File: src/rtl/dle_pkg.sv
// Shared types and constants for the discrete Laplacian block.
`timescale 1ns / 1ps
package dle_pkg;

  localparam int DATA_W       = 32;
  localparam int IDX_W        = 6;
  localparam int CFG_W        = 7;
  localparam int CFG_AW       = 3;
  localparam int CFG_DW       = 32;
  localparam int TERM_W       = 36;
  localparam int ACC_W        = 38;
  localparam int SHIFT        = 2;
  localparam int MIN_SIZE     = 4;
  localparam int MAX_ROWS_DEF = 64;
  localparam int MAX_COLS_DEF = 64;
  localparam int STEP_W       = 3;

  localparam logic [CFG_W-1:0]  RESET_SIZE = 7'd64;
  localparam logic [STEP_W-1:0] LAST_STEP  = 3'd6;

  localparam logic CMD_WRITE = 1'b0;
  localparam logic CMD_READ  = 1'b1;

  localparam logic REG_ROWS = 1'b0;
  localparam logic REG_COLS = 1'b1;

  typedef enum logic [1:0] {
    S_IDLE,
    S_RUN,
    S_DRAIN,
    S_DONE
  } state_t;

  typedef enum logic [2:0] {
    COEF_ZERO,
    COEF_P1,
    COEF_M1,
    COEF_P4,
    COEF_M4,
    COEF_M5
  } coef_t;

  typedef struct packed {
    logic  clear;
    coef_t coef;
  } alu_ctl_t;

  typedef struct packed {
    logic load;
    logic status;
  } seq_res_t;

endpackage

File: src/rtl/dle_seq.sv
// Sequencer: input handshake, sample writes and the seven-fetch stencil walk.
`timescale 1ns / 1ps
module dle_seq #(
  parameter int MAX_ROWS = dle_pkg::MAX_ROWS_DEF,
  parameter int MAX_COLS = dle_pkg::MAX_COLS_DEF
) (
  input  logic                                  clk,
  input  logic                                  rst_n,
  input  logic [$clog2(MAX_ROWS+1)-1:0]         eff_rows,
  input  logic [$clog2(MAX_COLS+1)-1:0]         eff_cols,
  input  logic                                  in_valid,
  output logic                                  in_stall,
  input  logic                                  in_command,
  input  logic [dle_pkg::IDX_W-1:0]             in_row_index,
  input  logic [dle_pkg::IDX_W-1:0]             in_col_index,
  input  logic signed [dle_pkg::DATA_W-1:0]     in_sample_value,
  output logic                                  ram_we,
  output logic [$clog2(MAX_ROWS*MAX_COLS)-1:0]  ram_addr,
  output logic [dle_pkg::DATA_W-1:0]            ram_wdata,
  output dle_pkg::alu_ctl_t                     alu_ctl,
  input  logic                                  out_free,
  output dle_pkg::seq_res_t                     res
);
  import dle_pkg::*;

  localparam int RW  = $clog2(MAX_ROWS);
  localparam int CW  = $clog2(MAX_COLS);
  localparam int AW  = $clog2(MAX_ROWS*MAX_COLS);
  localparam int NRW = $clog2(MAX_ROWS+1);
  localparam int NCW = $clog2(MAX_COLS+1);
  localparam int RXW = (NRW > IDX_W) ? NRW : IDX_W;
  localparam int CXW = (NCW > IDX_W) ? NCW : IDX_W;

  state_t            state_r, state_nxt;
  logic [STEP_W-1:0] step_r, step_nxt;
  logic [RW-1:0]     row_r, row_nxt;
  logic [CW-1:0]     col_r, col_nxt;
  logic              row_lo_r, row_lo_nxt, row_hi_r, row_hi_nxt;
  logic              col_lo_r, col_lo_nxt, col_hi_r, col_hi_nxt;
  logic              status_r, status_nxt;

  logic [RXW-1:0]    row_x;
  logic [CXW-1:0]    col_x;
  logic              in_range;
  logic              accept;
  logic              in_row_lo, in_row_hi, in_col_lo, in_col_hi;

  logic              axis_col;
  logic [1:0]        k;
  logic              e_lo, e_hi;
  logic signed [2:0] off, dr, dc;
  coef_t             step_coef;
  coef_t             center_coef;
  logic [RW-1:0]     row_sel;
  logic [CW-1:0]     col_sel;

  assign row_x     = RXW'(in_row_index);
  assign col_x     = CXW'(in_col_index);
  assign in_range  = (row_x < RXW'(eff_rows)) && (col_x < CXW'(eff_cols));
  assign accept    = (state_r == S_IDLE) && in_valid;
  assign in_stall  = (state_r != S_IDLE);
  assign in_row_lo = (row_x == '0);
  assign in_row_hi = (row_x == RXW'(eff_rows) - RXW'(1));
  assign in_col_lo = (col_x == '0);
  assign in_col_hi = (col_x == CXW'(eff_cols) - CXW'(1));

  // Center weight sums both axes, -2 inside and +2 on a border line each.
  always_comb begin
    if ((row_lo_r || row_hi_r) && (col_lo_r || col_hi_r)) begin
      center_coef = COEF_P4;
    end else if (!(row_lo_r || row_hi_r) && !(col_lo_r || col_hi_r)) begin
      center_coef = COEF_M4;
    end else begin
      center_coef = COEF_ZERO;
    end
  end

  // Steps 1-3 walk the row axis, 4-6 the column axis.
  always_comb begin
    axis_col = (step_r > 3'd3);
    k        = axis_col ? 2'(step_r - 3'd3) : step_r[1:0];
    e_lo     = axis_col ? col_lo_r : row_lo_r;
    e_hi     = axis_col ? col_hi_r : row_hi_r;
    case (k)
      2'd1: begin
        off       = e_lo ? 3'sd1 : -3'sd1;
        step_coef = (e_lo || e_hi) ? COEF_M5 : COEF_P1;
      end
      2'd2: begin
        off       = e_lo ? 3'sd2 : (e_hi ? -3'sd2 : 3'sd1);
        step_coef = (e_lo || e_hi) ? COEF_P4 : COEF_P1;
      end
      2'd3: begin
        off       = e_lo ? 3'sd3 : (e_hi ? -3'sd3 : 3'sd0);
        step_coef = (e_lo || e_hi) ? COEF_M1 : COEF_ZERO;
      end
      default: begin
        off       = 3'sd0;
        step_coef = center_coef;
      end
    endcase
    dr = axis_col ? 3'sd0 : off;
    dc = axis_col ? off : 3'sd0;
  end

  always_comb begin
    if (state_r == S_IDLE) begin
      row_sel = RW'(in_row_index);
      col_sel = CW'(in_col_index);
    end else begin
      row_sel = row_r + RW'(dr);
      col_sel = col_r + CW'(dc);
    end
  end

  assign ram_addr  = AW'(row_sel) * AW'(MAX_COLS) + AW'(col_sel);
  assign ram_wdata = in_sample_value;

  always_comb begin
    state_nxt     = state_r;
    step_nxt      = step_r;
    row_nxt       = row_r;
    col_nxt       = col_r;
    row_lo_nxt    = row_lo_r;
    row_hi_nxt    = row_hi_r;
    col_lo_nxt    = col_lo_r;
    col_hi_nxt    = col_hi_r;
    status_nxt    = status_r;
    ram_we        = 1'b0;
    alu_ctl.clear = 1'b0;
    alu_ctl.coef  = COEF_ZERO;
    res.load      = 1'b0;
    res.status    = status_r;
    case (state_r)
      S_IDLE: begin
        if (accept) begin
          if (in_command == CMD_WRITE) begin
            ram_we = in_range;
          end else if (in_range) begin
            alu_ctl.clear = 1'b1;
            step_nxt      = '0;
            row_nxt       = RW'(in_row_index);
            col_nxt       = CW'(in_col_index);
            row_lo_nxt    = in_row_lo;
            row_hi_nxt    = in_row_hi;
            col_lo_nxt    = in_col_lo;
            col_hi_nxt    = in_col_hi;
            status_nxt    = 1'b0;
            state_nxt     = S_RUN;
          end else begin
            status_nxt = 1'b1;
            state_nxt  = S_DONE;
          end
        end
      end
      S_RUN: begin
        alu_ctl.coef = step_coef;
        if (step_r == LAST_STEP) begin
          state_nxt = S_DRAIN;
        end else begin
          step_nxt = step_r + 3'd1;
        end
      end
      S_DRAIN: begin
        state_nxt = S_DONE;
      end
      S_DONE: begin
        if (out_free) begin
          res.load  = 1'b1;
          state_nxt = S_IDLE;
        end
      end
      default: begin
        state_nxt = S_IDLE;
      end
    endcase
  end

  always_ff @(posedge clk) begin
    if (!rst_n) begin
      state_r  <= S_IDLE;
      step_r   <= '0;
      status_r <= 1'b0;
    end else begin
      state_r  <= state_nxt;
      step_r   <= step_nxt;
      status_r <= status_nxt;
    end
  end

  always_ff @(posedge clk) begin
    row_r    <= row_nxt;
    col_r    <= col_nxt;
    row_lo_r <= row_lo_nxt;
    row_hi_r <= row_hi_nxt;
    col_lo_r <= col_lo_nxt;
    col_hi_r <= col_hi_nxt;
  end

  a_load_free: assert property (@(posedge clk) disable iff (!rst_n)
    res.load |-> out_free) else $error("result loaded over a waiting word");

  a_we_idle: assert property (@(posedge clk) disable iff (!rst_n)
    ram_we |-> (state_r == S_IDLE) && in_valid) else $error("store written while busy");

  a_read_start: assert property (@(posedge clk) disable iff (!rst_n)
    (accept && (in_command == CMD_READ) && in_range) |=> (state_r == S_RUN) && (step_r == '0))
    else $error("read did not start the fetch walk");

  a_run_end: assert property (@(posedge clk) disable iff (!rst_n)
    ((state_r == S_RUN) && (step_r == LAST_STEP)) |=> (state_r == S_DRAIN))
    else $error("fetch walk did not drain");

  a_drain: assert property (@(posedge clk) disable iff (!rst_n)
    (state_r == S_DRAIN) |=> (state_r == S_DONE)) else $error("drain overran");

endmodule

File: config.mk
export PLATFORM = sky130hd
export DESIGN_NAME = dle_seq
export DESIGN_NICKNAME = d
export VERILOG_FILES = /design/src/rtl/dle_pkg.sv /design/src/rtl/dle_seq.sv
export SDC_FILE = /design/constraint.sdc
export NUM_CORES = 1
export LEC_CHECK = 0
export BUFFER_PORTS_ARGS = -buffer_cell sky130_fd_sc_hd__buf_2
export CORE_MARGIN = 2
export CORE_UTILIZATION = 45
export CTS_BUF_LIST = sky130_fd_sc_hd__clkbuf_4
export CTS_CLUSTER_SIZE = 28
export DETAILED_ROUTE_END_ITERATION = 10
export PLACE_DENSITY = 0.88
export SYNTH_ARGS = -nofsm -noshare
export SYNTH_HDL_FRONTEND = slang
export SYNTH_SLANG_ARGS = --single-unit
File: constraint.sdc
create_clock -name clk -period 5.4 [get_ports clk]
set_input_delay 0.81 -clock clk [delete_from_list [all_inputs] [get_ports clk]]
set_output_delay 0.81 -clock clk [all_outputs]
set_load 0.005 [all_outputs]
==> summary.md <==
| Metric | Value |
|---|---|
| Die Ht | slightly above 80 µm |
| Fillers | 563 |
| Gpl congestion | 0.853 |
| # rows | 28 |
| Max frequency | between 150 and 200 MHz |
| Yosys reg bits | 22 |
| Largest net degree at the start of global routing | 30 |
| Overflow after GRT | 0 |
| Cells along the critical path | ha_1 -> ha_1 -> nor2_4 -> xnor2_1 -> inv_1 -> ha_1 -> or2_2 -> and4bb_2 -> a311o_2 -> nor4b_4 -> ha_1 -> o21ai_1 -> o21bai_1 -> a21oi_1 -> xnor2_1 -> xnor2_1 -> o21ai_0 -> buf_2 |
| CTS tree | built |
| XOR/XNOR share of the synthesized area | 7.73% |
| CTS buffer count | 3 |
| Hold Vio Cnt, Final | 0 |
| Avg WL per Cell | 14.0 µm |
| CP peak stage delay | 0.39 ns |
| Post-Route WL | 5740 µm |
| # port buffers | 50 |
| Final slew viol count | 0 |
| Share of cells above drive strength 1 | 21.5% |
| CP startpoint kind | register |
| Part of the cycle the worst path needs | between 90% and 100% |
| Die ar. | between 6000 and 7000 µm² |
| P per Cell Area | 268 nW/µm² |
| Met3 GRT Util | between 1.5 and 2% |
| Post-synthesis mux area share | ~2.9% |
| Antenna Cells | 0 |
| Clock latency at the later pin of the worst-skew pair | 0.30 ns |
| Most frequent cells in the layout | buf_2 (50), ha_1 (35), inv_1 (30) |
| Net Count, Synth | 419 |
| FFs w/ async S/R, synth | 0% |
| Worst Skew | 0.00262 ns |
| Area Growth Syn to Fin | 4.14% |
| Most common cell after layout, fill and taps aside | buf_2 |
| Post-detail-place hpwl | about 4800 µm |
| Tightest Pin Transition | 0.938 ns |
| Multi-input gate area | 1730 µm² |
| Final core utilization | between 40 and 50% |
| Drt via density | between 5 and 6 |
| Critical path fanouts, max | 7 |
| Status | complete, no violations |
| Main synth FF type | edfxtp_1 |
| Reg clk slew, reported paths | 0.11 ns |
| Register area | 602 µm² |
| DRT antenna net count | 0 |
| Worst hold slack | 0.527 ns |
| Grt met2 use | 31.1% |
| DR iter-0 viols | 122 |
| Combinational family with the most area after synthesis | simple AND/OR/NAND/NOR gates |
| Crit end category | output pin |
| Worst EP required | 4.59 ns |
| Most frequent CP cell | ha_1 |
| Syn Area/Cell | 8.52 µm² |
| Post-Synth Adder-Cell Area | around 18% |
| Chip width | 81.7 µm |
| Num Clock Sinks | 22 |
| Longest Clk Path Bufs | 2 |
| CP Class | register to output pin |
| Setup Viol. Count Final | 0 |
| CTS H-tree depth | 1 |
| P_leak | 0.00128 µW |
| Initial DRT Pass Iterations | 4 |
| Total number of vias | 2,304 |
| Synth warnings | 0 |
| Setup TNS | 0 ns |
| Synth Area in Compound Gates | 17.3% |
| DRC | 0 |
| First-pass GRT wire length | 9280 µm |
| Critical Path AT | 4.35 ns |
| Syn Inst Count | roughly 320 |
| Clk Tree Root Cell | clkbuf_4 |
| Nets@finish | 436 |
| CP max-delay cell | dfxtp_1 |
| Vias in the first global route | approximately 2,100 |
| Core footprint | 5890 µm² |
| MaxCap Viol Count | 0 |
| Initial antenna violation count | 0 |
| Final critical-path required period | between 5 and 6 ns |
| Starting Density | between 40% and 50% |
| Worst rel slew slack | 37.5% |
| Synthesized area | 2720 µm² |
| Number of synthesized flops with an enable pin | 16 |
| RSZ-0062 raised after global routing | no |
| Met1 GRT Util | 21.5% |
| Peak supply drop | 0.131 mV |
| Synth cell types | 55 |
| I/O pins | around 120 |
| Synth Area in Simple Gates | 17.9% |
| Sequential element share of the synthesized area | 22.1% |
| GRT Total Usage | 17.3% |
| Worst min path class | register to register |
| Layer with the highest usage | met2 |
final timing paths:
path,slack (ns),startpoint,depth (start not counted),end
worst max-delay path,0.24,step_r[0],18,ram_addr[11]
worst min-delay path,0.53,state_r[1],2,state_r[1]
worst max register to register,2.66,state_r[0],8,step_r[1]
worst min register to register,0.53,state_r[1],2,state_r[1]
layout make-up:
| type | count | area share (%) |
|---|---|---|
| Clock inverter | 1 | 0.133 |
| Sequential cell | 22 | 21.3 |
| Inverter | 31 | 4.11 |
| Multi-Input combinational cell | 227 | 61.3 |
| Clock buffer | 3 | 0.796 |
| Tap cell | 75 | 3.32 |
| Timing Repair Buffer | 51 | 9.11 |
cell families (layout without fill, tap and decap cells):
logic type | count (synthesis) | count (layout)
buf+inv | 70 | 86
xor+xnor | 24 | 24
flops | 22 | 22
compound gates | 72 | 72
mux | 6 | 6
simple gates | 88 | 88
fa+ha+maj | 37 | 37
flip-flops by register name, summed over array words and instances, names as in the netlist:
signal	flops
col_r	6
row_r	6
step_r	3
state_r	2
col_hi_r	1
col_lo_r	1
row_hi_r	1
row_lo_r	1
status_r	1
synthesized netlist by cell type, drive strengths merged, types with 7 or more instances:
cell type  number  share of area (%)
inv            30                4.1
xnor2          17                5.5
ha             35                 16
edfxtp         16                 18
nor3            7                1.3
o21ai          25                4.6
nor2           20                2.8
nand3           7                1.5
nand2          26                3.6
xor2            7                2.3
a21oi          16                3.1
buf            35                9.7
critical path, delay by kind of cell, from the launching register on:
family	cells	cell delay, ns
fa+ha+maj	4	1.04
compound gates	5	1.00
flops	1	0.39
xor+xnor	3	0.43
buf+inv	2	0.27
simple gates	4	0.92
repair_timing:
item | in CTS | in global routing
buffers inserted | 0 | 0
hold buffers | 0 | 0
endpoints found under the setup margin | 0 | 2
gates resized for setup | 0 | 6
layer usage:
| metal | wire, µm | vias up | share of wire (%) |
|---|---|---|---|
| met3 | 278 | 10 | 4.8 |
| li1 | - | 1135 | - |
| met1 | 2430 | 1094 | 42 |
| met2 | 2940 | 65 | 51 |
| met4 | 88 | 0 | 1.5 |
| met5 | 0 | - | 0 |
metrics by stage:
stage	cell area (µm²)	total power, µW	setup slack, ns	std cells
finish	2830	759	0.242	410
global route	2830	828	0.0137	410
CTS	2820	765	0.0232	410
detailed placement	2790	690	0.390	406
global placement	2790	676	0.506	406
floorplan	2720	553	0.833	319
power breakdown:
| part | total [µW] | switching, µW | internal [µW] |
|---|---|---|---|
| Combinational | 456 | 268 | 187 |
| Clock | 74.0 | 47.0 | 27.0 |
| Sequential | 229 | 20.5 | 208 |
Note: power is estimated with default switching activity, not from simulation.
