===== src/rtl/dle_pkg.sv =====
// Shared types and constants for the discrete Laplacian block.
`timescale 1ns / 1ps
package dle_pkg;

  localparam int DATA_W       = 32;
  localparam int IDX_W        = 6;
  localparam int CFG_W        = 7;
  localparam int CFG_AW       = 3;
  localparam int CFG_DW       = 32;
  localparam int TERM_W       = 36;
  localparam int ACC_W        = 38;
  localparam int SHIFT        = 2;
  localparam int MIN_SIZE     = 4;
  localparam int MAX_ROWS_DEF = 64;
  localparam int MAX_COLS_DEF = 64;
  localparam int STEP_W       = 3;

  localparam logic [CFG_W-1:0]  RESET_SIZE = 7'd64;
  localparam logic [STEP_W-1:0] LAST_STEP  = 3'd6;

  localparam logic CMD_WRITE = 1'b0;
  localparam logic CMD_READ  = 1'b1;

  localparam logic REG_ROWS = 1'b0;
  localparam logic REG_COLS = 1'b1;

  typedef enum logic [1:0] {
    S_IDLE,
    S_RUN,
    S_DRAIN,
    S_DONE
  } state_t;

  typedef enum logic [2:0] {
    COEF_ZERO,
    COEF_P1,
    COEF_M1,
    COEF_P4,
    COEF_M4,
    COEF_M5
  } coef_t;

  typedef struct packed {
    logic  clear;
    coef_t coef;
  } alu_ctl_t;

  typedef struct packed {
    logic load;
    logic status;
  } seq_res_t;

endpackage


===== src/rtl/dle_alu.sv =====
// Shared scale-and-accumulate unit for the stencil terms.
`timescale 1ns / 1ps
module dle_alu (
  input  logic                              clk,
  input  logic                              rst_n,
  input  dle_pkg::alu_ctl_t                 ctl,
  input  logic [dle_pkg::DATA_W-1:0]        rdata,
  output logic signed [dle_pkg::ACC_W-1:0]  acc
);
  import dle_pkg::*;

  coef_t                    coef_r;
  logic signed [ACC_W-1:0]  acc_r;
  logic signed [ACC_W-1:0]  acc_nxt;
  logic signed [DATA_W-1:0] ds;
  logic signed [TERM_W-1:0] d1;
  logic signed [TERM_W-1:0] d4;
  logic signed [TERM_W-1:0] term;

  assign ds = signed'(rdata);
  assign d1 = TERM_W'(ds);
  assign d4 = d1 <<< 2;

  always_comb begin
    case (coef_r)
      COEF_P1: term = d1;
      COEF_M1: term = -d1;
      COEF_P4: term = d4;
      COEF_M4: term = -d4;
      COEF_M5: term = -d4 - d1;
      default: term = '0;
    endcase
    acc_nxt = ctl.clear ? '0 : acc_r + ACC_W'(term);
  end

  always_ff @(posedge clk) begin
    if (!rst_n) begin
      coef_r <= COEF_ZERO;
    end else begin
      coef_r <= ctl.coef;
    end
  end

  always_ff @(posedge clk) begin
    acc_r <= acc_nxt;
  end

  assign acc = acc_r;

endmodule


===== config.mk =====
export PLATFORM = sky130hd
export DESIGN_NAME = dle_alu
export DESIGN_NICKNAME = d
export VERILOG_FILES = /design/src/rtl/dle_pkg.sv /design/src/rtl/dle_alu.sv
export SDC_FILE = /design/constraint.sdc
export NUM_CORES = 1
export LEC_CHECK = 0
export ABC_CLOCK_PERIOD_IN_PS = 8850
export BUFFER_PORTS_ARGS = -buffer_cell sky130_fd_sc_hd__buf_2
export CORE_MARGIN = 1.5
export CORE_UTILIZATION = 55
export DETAILED_ROUTE_END_ITERATION = 7
export PLACE_DENSITY_LB_ADDON = 0.25
export SLEW_MARGIN = 20
export SYNTH_ARGS = -nofsm -noshare
export SYNTH_HDL_FRONTEND = slang
export SYNTH_SLANG_ARGS = --single-unit

===== constraint.sdc =====
create_clock -name clk -period 8.85 [get_ports clk]
set_input_delay 1.77 -clock clk [delete_from_list [all_inputs] [get_ports clk]]
set_output_delay 1.77 -clock clk [all_outputs]
set_load 0.01 [all_outputs]

==> results of run 1 <==
## path summary, 6_finish.rpt
check / start / to / slack (ns)
worst max-delay path: rdata[0] / acc[36] / 1.15
worst min-delay path: acc[0] / acc[0] / 0.59
worst max register to register: coef_r[0] / acc[35] / 3.04
worst min register to register: acc[0] / acc[0] / 0.59
## power breakdown
group | total, mW | leakage, nW | switching (mW) | internal (mW)
clock network | 0.194 | 0.0799 | 0.0748 | 0.119
logic | 0.631 | 2.89 | 0.377 | 0.254
registers | 0.259 | 0.339 | 0.0290 | 0.230
## critical path: cells and delay by family
family                   cells  cell delay, ns
AND/OR/NAND/NOR             11            2.40
AO/OA/AOI/OAI                7            1.70
adder cells (fa/ha/maj)      3            1.14
XOR/XNOR                     3            0.44
buffers and inverters        3            0.41
## placed cells by master (no fill, tap or decap), drive strengths merged, types with 5 or more instances in the layout
cell,synthesis,layout
nor2,100,100
a21oi,85,85
buf,5,82
nand2,73,73
ha,70,70
o21ai,70,70
xnor2,58,58
inv,57,57
dfxtp,41,41
nand3,31,31
a21o,31,31
xor2,27,27
nor3,24,24
a22oi,17,17
and2,13,13
o221ai,12,12
o21bai,11,11
nor2b,11,11
a31oi,11,11
mux2i,11,11
nand4,11,11
and3,10,10
a211oi,9,9
nand2b,8,8
o22ai,7,7
o31ai,7,7
clkbuf,39,7
nor4,7,7
or3,6,6
o211ai,6,6
o21a,6,6
a221oi,6,6
or4,6,6
a32oi,5,5
## final cells by class
class                           instances  area share
Sequential cell                        41       0.112
Tap cell                              147      0.0250
Clock inverter                          1    0.000680
Inverter                               57      0.0291
Clock buffer                            7      0.0207
Timing Repair Buffer                   82      0.0582
Multi-Input combinational cell        812       0.755
## cell families (layout without fill, tap and decap cells)
kind of cell               after synthesis  count (layout)  synth area share
AOI/OAI and AO/OA                      324             324             0.320
buffers and inverters                  101             147            0.0574
muxes                                   15              15            0.0230
xor gates and xnor gates                85              85             0.110
and+or+nand+nor                        317             317             0.235
adders and majority gates               71              71             0.133
DFF                                     41              41             0.121
## metal layers
layer / GRT usage / wire length [um]
met5: 0 / 0
met1: 0.451 / 9600
met3: 0.0707 / 2350
met4: 0.115 / 638
met2: 0.486 / 8760
## synthesized netlist by cell type (all sizes together), types with 11 or more instances
master	n	area [um2]
a21oi	85	425
a31oi	11	68.8
clkbuf	39	146
and2	13	81.3
o21bai	11	82.6
nand2	73	277
mux2i	11	110
xnor2	58	508
xor2	27	236
a21o	31	233
nor3	24	136
a22oi	17	128
inv	57	214
nand3	31	155
nor2	100	378
nor2b	11	68.8
dfxtp	41	821
o221ai	12	111
ha	70	876
nand4	11	75.1
o21ai	70	350
## through the flow
stage | cells | utilization | hold WS, ns | setup slack (ns) | area (um2)
global route | 1147 | 0.613 | 0.631 | 0.461 | 7360
detailed placement | 1139 | 0.599 | 0.590 | 0.986 | 7200
floorplan | 954 | - | 0.629 | 1.48 | 6760
finish | 1147 | 0.613 | 0.594 | 1.15 | 7360
CTS | 1147 | 0.613 | 0.604 | 1.24 | 7360
global placement | 1139 | 0.599 | 0.588 | 0.999 | 7200
## registers in the layout, indices dropped and copies added (netlist names)
signal and flops:
acc 38, coef_r 3
==> flow_summary.toml, run 1 <==
[global_routing]
overflow = 0
antenna_found_initial = 0
gr-usage-all-layers = 0.322
grt_pass1_vias = 6530
grt_max_degree = 44
grt_pass1_wl_mm = 33.2

[routing]
firstDrtPassIters = 7
routed_wl_mm = 21.4
ant_nets = 0
dr_total_vias = 7471
drc = 0
first_iter_violations = 760
wl_per_cell_um = 18.6
viasPerCell = 6.51

[yosys]
ys_seq_area_frac = 0.121
async_flop_share = 0
syn_nets = 1063
syn_inst = 954
synth_ff_type = "dfxtp_1"
syn_avg_cell_area_um2 = 7.08
synth_edf_count = 0
yosysWarnings = 0
yosys.cell_types.count = 80
synth_seq_cells = 41
netlist_area_mm2 = 0.00676

[die]
rows = 40
die_height_um = 114
io_pins = 76
dieArea_mm2 = 0.0130
start_util = 0.563
die_x_um = 114
coreArea_mm2 = 0.0120

[worst_setup_path]
crit_slowest_cell = "nor3_1"
end_kind = "flop"
worstSetupStartpointType = "primary input"
cpPeakStageDelay_ns = 0.47
critPathKind = "in2reg"
reg2reg_depth = 15
critical_path_required_ns = 9.01
cp_max_fo = 9
critPathArrivalTime_ns = 7.86

[min_path]
hold_class = "reg2reg"
hold_depth = 2

[clock_tree]
cts_sinks = 41
cts_buffer_depth = 2
cts_htree_levels = 2
cts.repair.resized = 0
clk_latency_ns = 0.29
post_cts_buffers = 0
cts_tree = "done"
numCtsBuffers = 5
clkTransAtPathRegs_ns = 0.06
cts-hold-fix-buffers = 0
cts_root_buf = "clkbuf_16"

[timing]
setup_violations = 0
tightest_slew_ns = 1.08
drv_slew = 0
rsz0062_at_grt = "no"
hold_viol_final = 0
tns_ns = 0
fin_skew_ns = 0.00540
slew_headroom = 0.280
min_period_ns = 7.70
max_freq_mhz = 130
period_share = 0.870

[outcome]
status = "finished, final reports clean"

[place]
dp_hpwl_mm = 16.5
gp_congestion = 1.02
numPortBuffers = 75

[layout]
multiInputGateArea_mm2 = 0.00555
antenna_cells = 0
nets = 1108
area_growth_syn_to_layout_pct = 8.85
drive_above_1_share = 0.118
seq_area_um2 = 821
fill_cells = 1128

[pwr]
p_leak_nw = 3.31
power.density_mw_per_mm2 = 147
ir_drop_uv = 184
total_power_mw = 1.08

[run]
drv_cap = 0
Note: power is estimated with default switching activity, not from simulation.
==> run 2: changes to the inputs <==
--- a/config.mk
+++ b/config.mk
@@ -10,7 +10,7 @@
 export CORE_MARGIN = 1.5
 export CORE_UTILIZATION = 55
 export DETAILED_ROUTE_END_ITERATION = 7
-export PLACE_DENSITY_LB_ADDON = 0.25
+export PLACE_DENSITY = 0.75
 export SLEW_MARGIN = 20
 export SYNTH_ARGS = -nofsm -noshare
 export SYNTH_HDL_FRONTEND = slang
==> flow_summary.toml, run 2 (synthesized netlist as in run 1, its figures left out) <==
[outcome]
status = "finished, final reports clean"

[timing]
rsz0062_at_grt = "no"
max_freq_mhz = 129
tightest_slew_ns = 1.04
min_period_ns = 7.74
slew_headroom = 0.304
tns_ns = 0
drv_slew = 0
setup_violations = 0
whs_ns = 0.594
setup_ws_ns = 1.11
hold_viol_final = 0
fin_skew_ns = 0.00565
period_share = 0.875

[routing]
firstDrtPassIters = 5
ant_nets = 0
routed_wl_mm = 21.5
drc = 0
dr_total_vias = 7392
first_iter_violations = 774
viasPerCell = 6.44
wl_per_cell_um = 18.8

[worst_setup_path]
r2r-end = "acc[31]"
cpPeakStageDelay_ns = 0.46
reg2reg_depth = 15
r2r-start = "coef_r[0]"
critical_path_required_ns = 9.00
critPathArrivalTime_ns = 7.89
cp_max_fo = 9
ff2ff_setup_slack_ns = 3.69
worstSetupStartpointType = "primary input"
critPathKind = "in2reg"
end_kind = "flop"
crit_slowest_cell = "nor3_1"

[layout]
mostFrequentLayoutCells = "nor2_1 (98), a21oi_1 (85), buf_2 (75)"
finalInstanceArea_mm2 = 0.00735
stdcell_count = 1147
final_common_cell = "nor2_1"
largest_reg_flops = 38
drive_above_1_share = 0.118
nets = 1109
final_util = 0.612
area_growth_syn_to_layout_pct = 8.77
antenna_cells = 0

[min_path]
hp-start = "acc[0]"
hold_class = "reg2reg"
hold_depth = 2
hold-path-endpoint = "acc[0]"

[pwr]
comb_power_share = 0.590
power.density_mw_per_mm2 = 146
p_int_mw = 0.595
total_power_mw = 1.07
power_switching_mw = 0.477
swShare = 0.445
seqPwrFrac = 0.241
p_leak_nw = 3.30
p_clk_frac = 0.169
ir_drop_uv = 176

[clock_tree]
clk_latency_ns = 0.29
cts_sinks = 41
cts_buffer_depth = 2
cts_tree = "done"
cts_root_buf = "clkbuf_16"
cts_htree_levels = 2
post_cts_buffers = 0
clkTransAtPathRegs_ns = 0.06
cts-hold-fix-buffers = 0
numCtsBuffers = 5
cts.repair.resized = 0

[global_routing]
grt_pass1_wl_mm = 34.6
overflow = 0
use_met2 = 0.493
busiest_layer = "met2"
grt_pass1_vias = 6645
grt_max_degree = 44
antenna_found_initial = 0
grt_use_met3 = 0.0781
gr-usage-all-layers = 0.333
gr-usage-met1 = 0.486

[die]
rows = 40
start_util = 0.563
die_height_um = 114
io_pins = 76
dieArea_mm2 = 0.0130
die_x_um = 114
coreArea_mm2 = 0.0120

[place]
dp_worst_setup_slack_ns = 0.936
dp_cells = 1140
gp_congestion = 0.989
placed_area_mm2 = 0.00721
dp_hpwl_mm = 16.6
numPortBuffers = 75

[run]
drv_cap = 0
## run 2: changes by cell type in the layout (fill, tap and decap cells not counted)
cell | previous run | this run
nor2b_2 | 0 | 1
clkbuf_8 | 2 | 1
clkinv_2 | 1 | 0
nor2b_1 | 11 | 10
clkbuf_1 | 0 | 1
buf_4 | 7 | 8
## run 2: power by group through the flow
stage / sequential (mW) / combinational (mW) / clock [mW]
3_3_place_gp: 0.262 / 0.613 / 0
3_5_place_dp: 0.262 / 0.613 / 0
2_1_floorplan: 0.277 / 0.436 / 0
6_report: 0.258 / 0.632 / 0.181
5_1_grt: 0.264 / 0.698 / 0.190
4_1_cts: 0.259 / 0.620 / 0.182
## run 2: worst max-delay path, delay by kind of cell
family	cells	cell delay (ns)
buffers and inverters	3	0.42
adder cells (fa/ha/maj)	3	1.13
AND/OR/NAND/NOR	11	2.44
AO/OA/AOI/OAI	7	1.69
XOR/XNOR	3	0.43
## run 2: final cells by class
| class | instances | area [um2] |
|---|---|---|
| fillers | 1181 | 4660 |
| inverters | 57 | 214 |
| clock buffers | 7 | 143 |
| repair buffers | 83 | 435 |
| flip-flops and latches | 41 | 821 |
| well taps | 147 | 184 |
| multi-input cells | 812 | 5560 |
## run 2: worst max path at each step
stage                    to  cells after the start  slack [ns]     start
global placement    acc[36]                     27        1.01  rdata[0]
floorplan           acc[37]                     29        1.48  rdata[0]
global route        acc[36]                     27        0.62  rdata[0]
detailed placement  acc[36]                     27        0.94  rdata[0]
CTS                 acc[36]                     27        1.19  rdata[0]
finish              acc[36]                     27        1.11  rdata[0]
## run 2: per-layer routing
metal / part of all wire / vias up
met5: 0 / -
met4: 0.016 / 0
met3: 0.11 / 24
met2: 0.42 / 365
met1: 0.45 / 3393
li1: - / 3610
==> run 3: changes to the inputs <==
--- a/config.mk
+++ b/config.mk
@@ -5,12 +5,14 @@
 export SDC_FILE = /design/constraint.sdc
 export NUM_CORES = 1
 export LEC_CHECK = 0
-export ABC_CLOCK_PERIOD_IN_PS = 8850
+export ABC_CLOCK_PERIOD_IN_PS = 7600
 export BUFFER_PORTS_ARGS = -buffer_cell sky130_fd_sc_hd__buf_2
 export CORE_MARGIN = 1.5
 export CORE_UTILIZATION = 55
 export DETAILED_ROUTE_END_ITERATION = 7
 export PLACE_DENSITY = 0.75
+export SETUP_SLACK_MARGIN = 0.5
+export SKIP_CTS_REPAIR_TIMING = 1
 export SLEW_MARGIN = 20
 export SYNTH_ARGS = -nofsm -noshare
 export SYNTH_HDL_FRONTEND = slang
==> constraint.sdc (replaced) <==
create_clock -name clk -period 7.6 [get_ports clk]
set_input_delay 1.52 -clock clk [delete_from_list [all_inputs] [get_ports clk]]
set_output_delay 1.52 -clock clk [all_outputs]
set_load 0.01 [all_outputs]
==> flow_summary.toml, run 3 (synthesized netlist as in run 1, its figures left out) <==
[clock_tree]
clkTransAtPathRegs_ns = 0.06
cts_htree_levels = 2
clk_latency_ns = 0.28
cts_root_buf = "clkbuf_16"
cts_tree = "done"
numCtsBuffers = 5
cts_buffer_depth = 2
cts_sinks = 41

[timing]
tns_ns = 0
slew_headroom = 0.339
drv_slew = 0
rsz0062_at_grt = "no"
tightest_slew_ns = 0.988
period_share = 0.902
setup_violations = 0
setup_ws_ns = 0.745
min_period_ns = 6.85
max_freq_mhz = 146
fin_skew_ns = 0.00362
hold_viol_final = 0

[pwr]
p_clk_frac = 0.159
p_int_mw = 0.698
power_switching_mw = 0.563
total_power_mw = 1.26
power.density_mw_per_mm2 = 166
ir_drop_uv = 202
swShare = 0.447
seqPwrFrac = 0.240
p_leak_nw = 3.40
comb_power_share = 0.601

[global_routing]
grt_use_met3 = 0.0627
grt_max_degree = 39
antenna_found_initial = 0
gr-usage-all-layers = 0.328
grt_pass1_wl_mm = 33.9
busiest_layer = "met2"
gr-usage-met1 = 0.467
grt_pass1_vias = 6762
use_met2 = 0.490
overflow = 0

[outcome]
status = "finished, final reports clean"

[place]
numPortBuffers = 75
dp_worst_setup_slack_ns = 0.0935
dp_hpwl_mm = 16.5
placed_area_mm2 = 0.00726
gp_congestion = 1.00

[worst_setup_path]
critPathKind = "in2reg"
end_kind = "flop"
worstSetupStartpointType = "primary input"
critical_path_required_ns = 7.83
critPathArrivalTime_ns = 7.08
cp_max_fo = 9

[die]
die_height_um = 114
rows = 40
dieArea_mm2 = 0.0130
start_util = 0.563
die_x_um = 114
coreArea_mm2 = 0.0120
io_pins = 76

[layout]
largest_reg_flops = 38
antenna_cells = 0
final_util = 0.632
area_growth_syn_to_layout_pct = 12.4
fill_cells = 1146
mostFrequentLayoutCells = "nor2_1 (98), a21oi_1 (84), buf_2 (75)"
final_common_cell = "nor2_1"
drive_above_1_share = 0.155
nets = 1122
finalInstanceArea_mm2 = 0.00759

[routing]
dr_total_vias = 7569
firstDrtPassIters = 6
wl_per_cell_um = 18.8
routed_wl_mm = 21.8
viasPerCell = 6.52
drc = 0
ant_nets = 0
first_iter_violations = 820

[run]
drv_cap = 0

[min_path]
hold_class = "reg2reg"
## run 3: cell types whose count changed in the layout (fill, tap and decap cells not counted), moves of 5 or more
| cell | before | now |
|---|---|---|
| o21ai_0 | 69 | 63 |
| o21ai_1 | 1 | 7 |
| buf_4 | 8 | 21 |
| xnor2_1 | 58 | 53 |
| xnor2_2 | 0 | 5 |
| ha_1 | 70 | 64 |
| ha_2 | 0 | 5 |
## run 3: worst max-delay path, cell delays in order
cell       delay, ns
buf_2           0.16
inv_1           0.13
ha_4            0.19
nor3b_4         0.25
nand3_2         0.17
nand3b_1        0.26
nor3_2          0.27
xnor2_2         0.17
ha_2            0.35
and3_1          0.19
a221o_1         0.33
a21oi_1         0.17
o31ai_1         0.14
and2_4          0.21
o21ai_0         0.16
mux2_2          0.35
o21ai_1         0.15
ha_1            0.33
a21o_1          0.20
a21oi_1         0.18
o21bai_1        0.10
o2bb2ai_1       0.12
a21o_1          0.22
a211oi_2        0.18
o21bai_1        0.10
or4_1           0.40
nand2_1         0.07
## run 3: area by class of cell
cell class / instances / area, um2 / share of cell area
clock buffers: 8 / 136 / 0.0180
inverters: 57 / 214 / 0.0282
multi-input cells: 812 / 5710 / 0.751
flip-flops and latches: 41 / 821 / 0.108
well taps: 147 / 184 / 0.0242
repair buffers: 96 / 533 / 0.0702
## run 3: metal layers
| layer | vias up | share of wire | wire (um) |
|---|---|---|---|
| met5 | - | 0 | 0 |
| met4 | 0 | 0.031 | 683 |
| met3 | 60 | 0.12 | 2590 |
| met2 | 436 | 0.41 | 9040 |
| met1 | 3436 | 0.44 | 9500 |
| li1 | 3637 | - | - |
## run 3: power by group through the flow
stage	clock network (mW)	logic [mW]	registers (mW)
finish	0.200	0.758	0.303
global route	0.215	0.834	0.308
CTS	0.206	0.723	0.303
detailed placement	0	0.715	0.307
global placement	0	0.712	0.307
floorplan	0	0.507	0.323
## run 3: through the flow
step                hold slack, ns  instances
finish                       0.598       1161
floorplan                    0.629        954
CTS                          0.601       1155
global placement             0.586       1147
global route                 0.630       1161
detailed placement           0.588       1147
## run 3: path summary, 6_finish.rpt
check / cells after the start / end / startpoint / slack [ns]
max: 27 / acc[37] / rdata[0] / 0.75
min: 2 / acc[0] / acc[0] / 0.60
max reg2reg: 15 / acc[31] / coef_r[0] / 1.81
min reg2reg: 2 / acc[0] / acc[0] / 0.60
